[src/sbmq_pkg.sv]
// Shared definitions for the shared buffer multi-queue: default sizes,
// command and status codes. Depends on nothing.
`default_nettype none

package sbmq_pkg;

  // Default sizes
  localparam int unsigned SLOTS_DEF  = 64;
  localparam int unsigned QUEUES_DEF = 4;

  // Command codes
  localparam logic CMD_ENQ = 1'b0;
  localparam logic CMD_DEQ = 1'b1;

  // Status codes
  localparam logic [1:0] ST_OK    = 2'd0;
  localparam logic [1:0] ST_DROP  = 2'd1;
  localparam logic [1:0] ST_EMPTY = 2'd2;

endpackage

`default_nettype wire

[src/sbmq_ram.sv]
// Generic single-write, single-read synchronous RAM with registered read.
// Read data holds while no read is issued. Depends on nothing.
`default_nettype none

module sbmq_ram #(
  parameter int unsigned WIDTH = 32,
  parameter int unsigned DEPTH = 64,
  localparam int unsigned AW   = (DEPTH > 1) ? $clog2(DEPTH) : 1
) (
  input  wire logic             clk_i,
  input  wire logic             we_i,
  input  wire logic [AW-1:0]    waddr_i,
  input  wire logic [WIDTH-1:0] wdata_i,
  input  wire logic             re_i,
  input  wire logic [AW-1:0]    raddr_i,
  output logic      [WIDTH-1:0] rdata_o
);

  logic [WIDTH-1:0] mem [DEPTH];

  // Write port and registered read port
  always_ff @(posedge clk_i) begin
    if (we_i) begin
      mem[waddr_i] <= wdata_i;
    end
    if (re_i) begin
      rdata_o <= mem[raddr_i];
    end
  end

endmodule

`default_nettype wire

[src/shared_buffer_multi_queue.sv]
// Shared buffer multi-queue: QUEUES linked-list FIFOs over one slot store.
// Depends on sbmq_pkg and sbmq_ram.
//
// Usage:
//   Input channel (in_valid_i/in_ready_o) carries one command per transaction:
//   command_i (0 enqueue, 1 dequeue), queue_id_i (taken modulo QUEUES) and
//   data_in_i. Output channel (out_valid_o/out_ready_i) returns exactly one
//   result per command: data_out_o, status_o (ok, dropped on full pool,
//   dequeue from empty queue), queue_empty_o and pool_full_o.
// Sequencing:
//   One command is in flight at a time. An enqueue or a dequeue from an empty
//   queue registers its result from the look-up state; a successful dequeue
//   registers it from a further dequeue state, since the queue's head pointer
//   must come out of the pointer RAM before the link and data RAMs can be read
//   at that slot. The next command is taken in the cycle after the result is
//   registered.
// Reset:
//   All queues read as empty and every slot is free. The link RAM needs no
//   clearing pass: a high-water mark tracks slots never handed out, whose
//   link is implied as the next slot index.
// Stall:
//   A finished result waits in the output register; a following command is
//   accepted meanwhile and held at its last step until the register frees.
`default_nettype none

module shared_buffer_multi_queue
  import sbmq_pkg::*;
#(
  parameter int unsigned SLOTS  = SLOTS_DEF,
  parameter int unsigned QUEUES = QUEUES_DEF
) (
  input  wire logic               clk_i,
  input  wire logic               rst_ni,
  input  wire logic               in_valid_i,
  output logic                    in_ready_o,
  input  wire logic               command_i,
  input  wire logic        [1:0]  queue_id_i,
  input  wire logic signed [31:0] data_in_i,
  output logic                    out_valid_o,
  input  wire logic               out_ready_i,
  output logic signed      [31:0] data_out_o,
  output logic             [1:0]  status_o,
  output logic                    queue_empty_o,
  output logic                    pool_full_o
);

  localparam int unsigned PW = $clog2(SLOTS + 1);
  localparam int unsigned AW = $clog2(SLOTS);
  localparam int unsigned QW = (QUEUES > 1) ? $clog2(QUEUES) : 1;
  localparam logic [PW-1:0] NULL_PTR = PW'(SLOTS);

  localparam logic [1:0] S_IDLE = 2'd0;
  localparam logic [1:0] S_LOOK = 2'd1;
  localparam logic [1:0] S_DEQ  = 2'd2;

  // Reduce a queue number modulo QUEUES by repeated subtraction
  function automatic logic [QW-1:0] qmod(input logic [1:0] qid);
    logic [2:0] v;
    v = {1'b0, qid};
    for (int i = 0; i < 3; i++) begin
      if (int'(v) >= int'(QUEUES)) begin
        v = v - 3'(QUEUES);
      end
    end
    return QW'(v);
  endfunction

  logic [1:0]        state_q, state_d;
  logic              cmd_q;
  logic [QW-1:0]     qid_q;
  logic [31:0]       word_q;
  logic [PW-1:0]     hd_q, hd_d, tl_q, tl_d;
  logic [PW-1:0]     free_head_q, free_head_d;
  logic [PW-1:0]     hwm_q, hwm_d;
  logic [QUEUES-1:0] qvld_q;
  logic              out_valid_q, out_valid_d;
  logic signed [31:0] data_out_q, data_out_d;
  logic [1:0]        status_q, status_d;
  logic              qempty_q, qempty_d;
  logic              pfull_q, pfull_d;
  logic              out_load;

  logic              accept, out_free;
  logic [PW-1:0]     cur_head, cur_tail, nxt_free, new_head;

  logic              qp_we, qp_re;
  logic [QW-1:0]     qp_raddr;
  logic [2*PW-1:0]   qp_wdata, qp_rdata;
  logic              ln_we, ln_re;
  logic [AW-1:0]     ln_waddr, ln_raddr;
  logic [PW-1:0]     ln_wdata, ln_rdata;
  logic              dt_we, dt_re;
  logic [AW-1:0]     dt_waddr, dt_raddr;
  logic [31:0]       dt_rdata;

  assign in_ready_o = (state_q == S_IDLE);
  assign accept     = in_valid_i && in_ready_o;
  assign out_free   = !out_valid_q || out_ready_i;
  assign qp_re      = accept;
  assign qp_raddr   = qmod(queue_id_i);

  // Queue pointers never written since reset read as null
  assign cur_head = qvld_q[qid_q] ? qp_rdata[2*PW-1:PW] : NULL_PTR;
  assign cur_tail = qvld_q[qid_q] ? qp_rdata[PW-1:0]    : NULL_PTR;

  // Next free slot: untouched slots at or above the high-water mark link to s+1
  assign nxt_free = (free_head_q >= hwm_q) ? (free_head_q + PW'(1)) : ln_rdata;
  assign new_head = (hd_q == tl_q) ? NULL_PTR : ln_rdata;

  // Sequence one command through pointer, link and data RAMs
  always_comb begin
    state_d     = state_q;
    hd_d        = hd_q;
    tl_d        = tl_q;
    free_head_d = free_head_q;
    hwm_d       = hwm_q;
    qp_we       = 1'b0;
    qp_wdata    = {cur_head, cur_tail};
    ln_re       = 1'b0;
    ln_raddr    = free_head_q[AW-1:0];
    ln_we       = 1'b0;
    ln_waddr    = cur_tail[AW-1:0];
    ln_wdata    = free_head_q;
    dt_re       = 1'b0;
    dt_raddr    = cur_head[AW-1:0];
    dt_we       = 1'b0;
    dt_waddr    = free_head_q[AW-1:0];
    out_load    = 1'b0;
    data_out_d  = '0;
    status_d    = ST_OK;
    qempty_d    = 1'b0;
    pfull_d     = 1'b0;
    case (state_q)
      S_IDLE: begin
        if (accept) begin
          ln_re   = (command_i == CMD_ENQ) && (free_head_q != NULL_PTR);
          state_d = S_LOOK;
        end
      end
      S_LOOK: begin
        if (cmd_q == CMD_ENQ) begin
          if (out_free) begin
            out_load = 1'b1;
            state_d  = S_IDLE;
            if (free_head_q == NULL_PTR) begin
              // Drop the word, pool is full
              status_d = ST_DROP;
              qempty_d = (cur_head == NULL_PTR);
              pfull_d  = 1'b1;
            end else begin
              // Take the free-list head and append it to the queue
              free_head_d = nxt_free;
              if (free_head_q >= hwm_q) begin
                hwm_d = free_head_q + PW'(1);
              end
              dt_we    = 1'b1;
              qp_we    = 1'b1;
              qp_wdata = {(cur_head == NULL_PTR) ? free_head_q : cur_head, free_head_q};
              ln_we    = (cur_head != NULL_PTR);
              ln_wdata = free_head_q;
              pfull_d  = (nxt_free == NULL_PTR);
            end
          end
        end else if (cur_head == NULL_PTR) begin
          if (out_free) begin
            // Dequeue from an empty queue
            out_load = 1'b1;
            status_d = ST_EMPTY;
            qempty_d = 1'b1;
            pfull_d  = (free_head_q == NULL_PTR);
            state_d  = S_IDLE;
          end
        end else begin
          // Fetch link and word of the queue's head slot
          ln_re    = 1'b1;
          ln_raddr = cur_head[AW-1:0];
          dt_re    = 1'b1;
          hd_d     = cur_head;
          tl_d     = cur_tail;
          state_d  = S_DEQ;
        end
      end
      S_DEQ: begin
        if (out_free) begin
          // Unlink the head and push it onto the free list
          qp_we       = 1'b1;
          qp_wdata    = {new_head, (hd_q == tl_q) ? NULL_PTR : tl_q};
          ln_we       = 1'b1;
          ln_waddr    = hd_q[AW-1:0];
          ln_wdata    = free_head_q;
          free_head_d = hd_q;
          out_load    = 1'b1;
          data_out_d  = $signed(dt_rdata);
          qempty_d    = (hd_q == tl_q);
          state_d     = S_IDLE;
        end
      end
      default: begin
        state_d = S_IDLE;
      end
    endcase
  end

  always_comb begin
    out_valid_d = out_load || (out_valid_q && !out_ready_i);
  end

  // Control state
  always_ff @(posedge clk_i or negedge rst_ni) begin
    if (!rst_ni) begin
      state_q     <= S_IDLE;
      free_head_q <= '0;
      hwm_q       <= '0;
      qvld_q      <= '0;
      out_valid_q <= 1'b0;
    end else begin
      state_q     <= state_d;
      free_head_q <= free_head_d;
      hwm_q       <= hwm_d;
      out_valid_q <= out_valid_d;
      if (qp_we) begin
        qvld_q[qid_q] <= 1'b1;
      end
    end
  end

  // Command and result payload
  always_ff @(posedge clk_i) begin
    if (accept) begin
      cmd_q  <= command_i;
      qid_q  <= qp_raddr;
      word_q <= data_in_i;
    end
    hd_q <= hd_d;
    tl_q <= tl_d;
    if (out_load) begin
      data_out_q <= data_out_d;
      status_q   <= status_d;
      qempty_q   <= qempty_d;
      pfull_q    <= pfull_d;
    end
  end

  assign out_valid_o   = out_valid_q;
  assign data_out_o    = data_out_q;
  assign status_o      = status_q;
  assign queue_empty_o = qempty_q;
  assign pool_full_o   = pfull_q;

  // Per-queue head and tail pointers
  sbmq_ram #(
    .WIDTH (2 * PW),
    .DEPTH (QUEUES)
  ) u_qptr_ram (
    .clk_i   (clk_i),
    .we_i    (qp_we),
    .waddr_i (qid_q),
    .wdata_i (qp_wdata),
    .re_i    (qp_re),
    .raddr_i (qp_raddr),
    .rdata_o (qp_rdata)
  );

  // Slot links shared by the free list and all queues
  sbmq_ram #(
    .WIDTH (PW),
    .DEPTH (SLOTS)
  ) u_link_ram (
    .clk_i   (clk_i),
    .we_i    (ln_we),
    .waddr_i (ln_waddr),
    .wdata_i (ln_wdata),
    .re_i    (ln_re),
    .raddr_i (ln_raddr),
    .rdata_o (ln_rdata)
  );

  // Slot data words
  sbmq_ram #(
    .WIDTH (32),
    .DEPTH (SLOTS)
  ) u_data_ram (
    .clk_i   (clk_i),
    .we_i    (dt_we),
    .waddr_i (dt_waddr),
    .wdata_i (word_q),
    .re_i    (dt_re),
    .raddr_i (dt_raddr),
    .rdata_o (dt_rdata)
  );

endmodule

`default_nettype wire

[config.mk]
export PLATFORM = sky130hd
export DESIGN_NAME = shared_buffer_multi_queue
export DESIGN_NICKNAME = d
export VERILOG_FILES = /design/src/sbmq_pkg.sv /design/src/sbmq_ram.sv /design/src/shared_buffer_multi_queue.sv
export SDC_FILE = /design/constraint.sdc
export NUM_CORES = 2
export LEC_CHECK = 0
export ABC_AREA = 1
export BUFFER_PORTS_ARGS = -buffer_cell sky130_fd_sc_hd__buf_2
export CAP_MARGIN = 20
export CORE_MARGIN = 5
export CORE_UTILIZATION = 45
export DETAILED_ROUTE_END_ITERATION = 12
export GPL_ROUTABILITY_DRIVEN = 0
export PLACE_DENSITY = 0.71
export SYNTH_ARGS = -nofsm -noshare
export SYNTH_HDL_FRONTEND = slang
export SYNTH_SLANG_ARGS = --single-unit
[constraint.sdc]
create_clock -name clk_i -period 10.8 [get_ports clk_i]
set_clock_uncertainty 0.05 [all_clocks]
set_input_delay 1.08 -clock clk_i [delete_from_list [all_inputs] [get_ports clk_i]]
set_output_delay 1.08 -clock clk_i [all_outputs]
set_load 0.02 [all_outputs]
==> metrics.txt <==
status finished, final reports clean; clk_lat worst skew 0.96 ns; worst slew pin tran 1.178 ns; CTS clk-pin slew, worst paths 0.06 ns; slowest CP cell buf_4; Pre-Repair DR Iteration Count 9; EDFF count, synth 2690; cell area after synthesis 0.1081 mm^2; CP most frequent cell nand2_1; Seq cells post-synth 2711; P_leak 39.54 nW; yosys warns 0; Routed met1 length 111200 um; Max-Cap Viols 0; type of origin of the critical path flip-flop; prevailing post-synth register cell edfxtp_1; area leader, netlist edfxtp_1; Tightest Hold Check Type input port to async pin; # IOs 77; core area 0.2385 mm^2; Routed WL between 300000 and 400000 um; Hold Slack ~0.086 ns; port bufs 76; DR WL met3 36820 um; Async SR Flop Fraction 0.007746; CP max FO 209; final instance area approximately 0.12 mm^2; # setup viols final 0; vias in the first global route between 70000 and 80000; Power Density 257.9 mW/mm^2; R2R cell count 16; via/cell ratio 6.188; root buf cell clkbuf_16; First DRT Iteration DRCs 10920; Top Layer Used met5; initial antenna violation count 11; H-tree levels 5; Area Growth Syn to Fin 11.56%; fin util 0.5054; final hold viol count 0; Slew headroom 0.2149; num rows 179; drc violations 0; post-route ant nets 0; CTS buffer count 280; register area 0.08131 mm^2; WP data arrival approximately 7 ns; fill count 19465; clock sinks 2711; CP Depth 16; CTS Buffer Depth 4; crit path buf inv count 5; area of the die 0.2500 mm^2; FF-to-FF setup slack 4.72 ns; Gate Count Post-Synth 8320; largest net degree at the start of global routing 210; delay-heaviest family, CP buffers and inverters; unrepaired setup endpoints after global routing no; CTS tree yes; met2 WL post-DR 146800 um; peak supply drop 0.2356 mV; most common cell in the netlist edfxtp_1; die height between 500 and 600 um; GRT Total Usage 0.2456; DP HPWL 162800 um; multi-input logic area 0.02350 mm^2; Layout Nets 8333; post-CTS setup buffer count 0; Synth Area per Inst 12.99 um^2; final std cells w/o fill 11648; Final Max Tran Viols 0; hold_buf cts 0; min Tclk post-route 6.079 ns; kind of critical path flip-flop to flip-flop; Synth cell types 45; Syn Nets 8372; sequential share of the synthesized area 0.7524; placed cells 11165; Worst Path Required 11.54 ns; slowest cell delay on critical path 0.90 ns; layout cell share with drive strength beyond 1 0.08580; total gr overflow 0; critical-path cell list inv_2 -> nand2_1 -> nand2_1 -> nand2_1 -> nand2_2 -> inv_2 -> nor2_8 -> buf_12 -> buf_4 -> buf_4 -> o21ai_0 -> o221ai_1 -> o211ai_1 -> nand3_1 -> nand3_1 -> nand2_1; Synth top area share 0.7476; Initial Util 0.4530; CTS resizes 0; Crit. End Element flip-flop; Post-synth top cells 2690 x edfxtp_1, 1325 x nor2_1, 1083 x o21ai_0; Synth area leaders edfxtp_1 75%, o21ai_0 5.0%, nor2_1 4.6%; setup_tns 0 ns; Fmax between 150 and 200 MHz; DR WL/cell between 20 and 30 um; total number of vias 72078; first-pass GRT wire length 458700 um; fin crit share 0.5629; Die X 500.0 um; Placed Area around 0.11 mm^2
## worst register-to-register path, cell delays in order (launching register included)
cell      delay [ns]
edfxtp_1        0.48
inv_2           0.14
nand2_1         0.06
nand2_1         0.06
nand2_1         0.05
nand2_2         0.36
inv_2           0.21
nor2_8          0.58
buf_12          0.68
buf_4           1.00
buf_4           0.97
o21ai_0         0.36
o221ai_1        0.22
o211ai_1        0.12
nand3_1         0.37
nand3_1         0.13
nand2_1         0.08
## power breakdown
group | leakage, nW | total (W) | internal [W] | switching, W
clock | 4.12 | 0.00913 | 0.00521 | 0.00392
combinational | 10.9 | 0.00898 | 0.00208 | 0.00690
sequential | 24.5 | 0.0130 | 0.0127 | 0.000278
total | 39.5 | 0.0311 | 0.0200 | 0.0111
## state kept, by name, indices dropped and copies added (netlist names)
register	flops
hwm_q	7
qid_q	2
data_out_o	32
cmd_q	1
u_link_ram.rdata_o	7
queue_empty_o	1
u_link_ram.mem	448
u_qptr_ram.rdata_o	14
u_data_ram.rdata_o	32
hd_q	7
word_q	32
status_o	2
qvld_q	4
u_qptr_ram.mem	56
free_head_q	7
out_valid_o	1
tl_q	7
state_q	2
u_data_ram.mem	2048
pool_full_o	1
## final timing paths
path | startpoint | endpoint
setup / recovery | qid_q[0] | u_data_ram.rdata_o[28]
hold / removal | rst_ni | qvld_q[3]
setup reg to reg | qid_q[0] | u_data_ram.rdata_o[28]
hold reg to reg | qvld_q[2] | qvld_q[2]
max in group asynchronous | rst_ni | free_head_q[6]
min in group clk_i | data_in_i[12] | word_q[12]
## metal layers
| layer | vias to the layer above | track usage |
|---|---|---|
| met5 | - | 0 |
| met4 | 6 | 0.1606 |
| met3 | 974 | 0.05453 |
| met2 | 5036 | 0.3908 |
| met1 | 35544 | 0.3045 |
| li1 | 30518 | - |
## stage by stage
step | worst slack (ns) | power [W]
finish | 4.721 | 0.03109
global route | 4.420 | 0.03219
CTS | 4.863 | 0.03091
detailed placement | 4.875 | 0.02190
global placement | 5.053 | 0.02170
floorplan | 5.129 | 0.01852
## placed cells by master, fill, tap and decap left out, drive strengths merged, types with 135 or more instances in the layout
master	Yosys	layout
clkbuf	401	340
o21ai	1087	1087
nor2	1326	1326
edfxtp	2690	2690
o221ai	135	135
nand2	561	561
nand3b	140	140
inv	401	403
o22ai	362	362
a21oi	138	138
nand3	639	639
buf	163	243
## kinds of logic (layout without fill, tap and decap cells)
| kind of cell | Yosys count | after routing | share of synthesized area |
|---|---|---|---|
| buf+inv | 968 | 1121 | 0.03564 |
| flops | 2711 | 2711 | 0.7524 |
| other cells | 0 | 8 | 0 |
| compound gates | 1908 | 1908 | 0.1020 |
| fa+ha+maj | 13 | 13 | 0.001505 |
| xor+xnor | 11 | 11 | 0.0008916 |
| simple gates | 2709 | 2709 | 0.1075 |
## area by class of cell
class | count | area share
clock inverter | 134 | 0.008916
inverter | 404 | 0.01279
multi-input combinational | 4641 | 0.1949
timing repair buffer | 243 | 0.01455
sequential | 2711 | 0.6746
tap | 3167 | 0.03287
clock buffer | 340 | 0.06123
antenna | 8 | 0.0001661
Note: power is estimated with default switching activity, not from simulation.
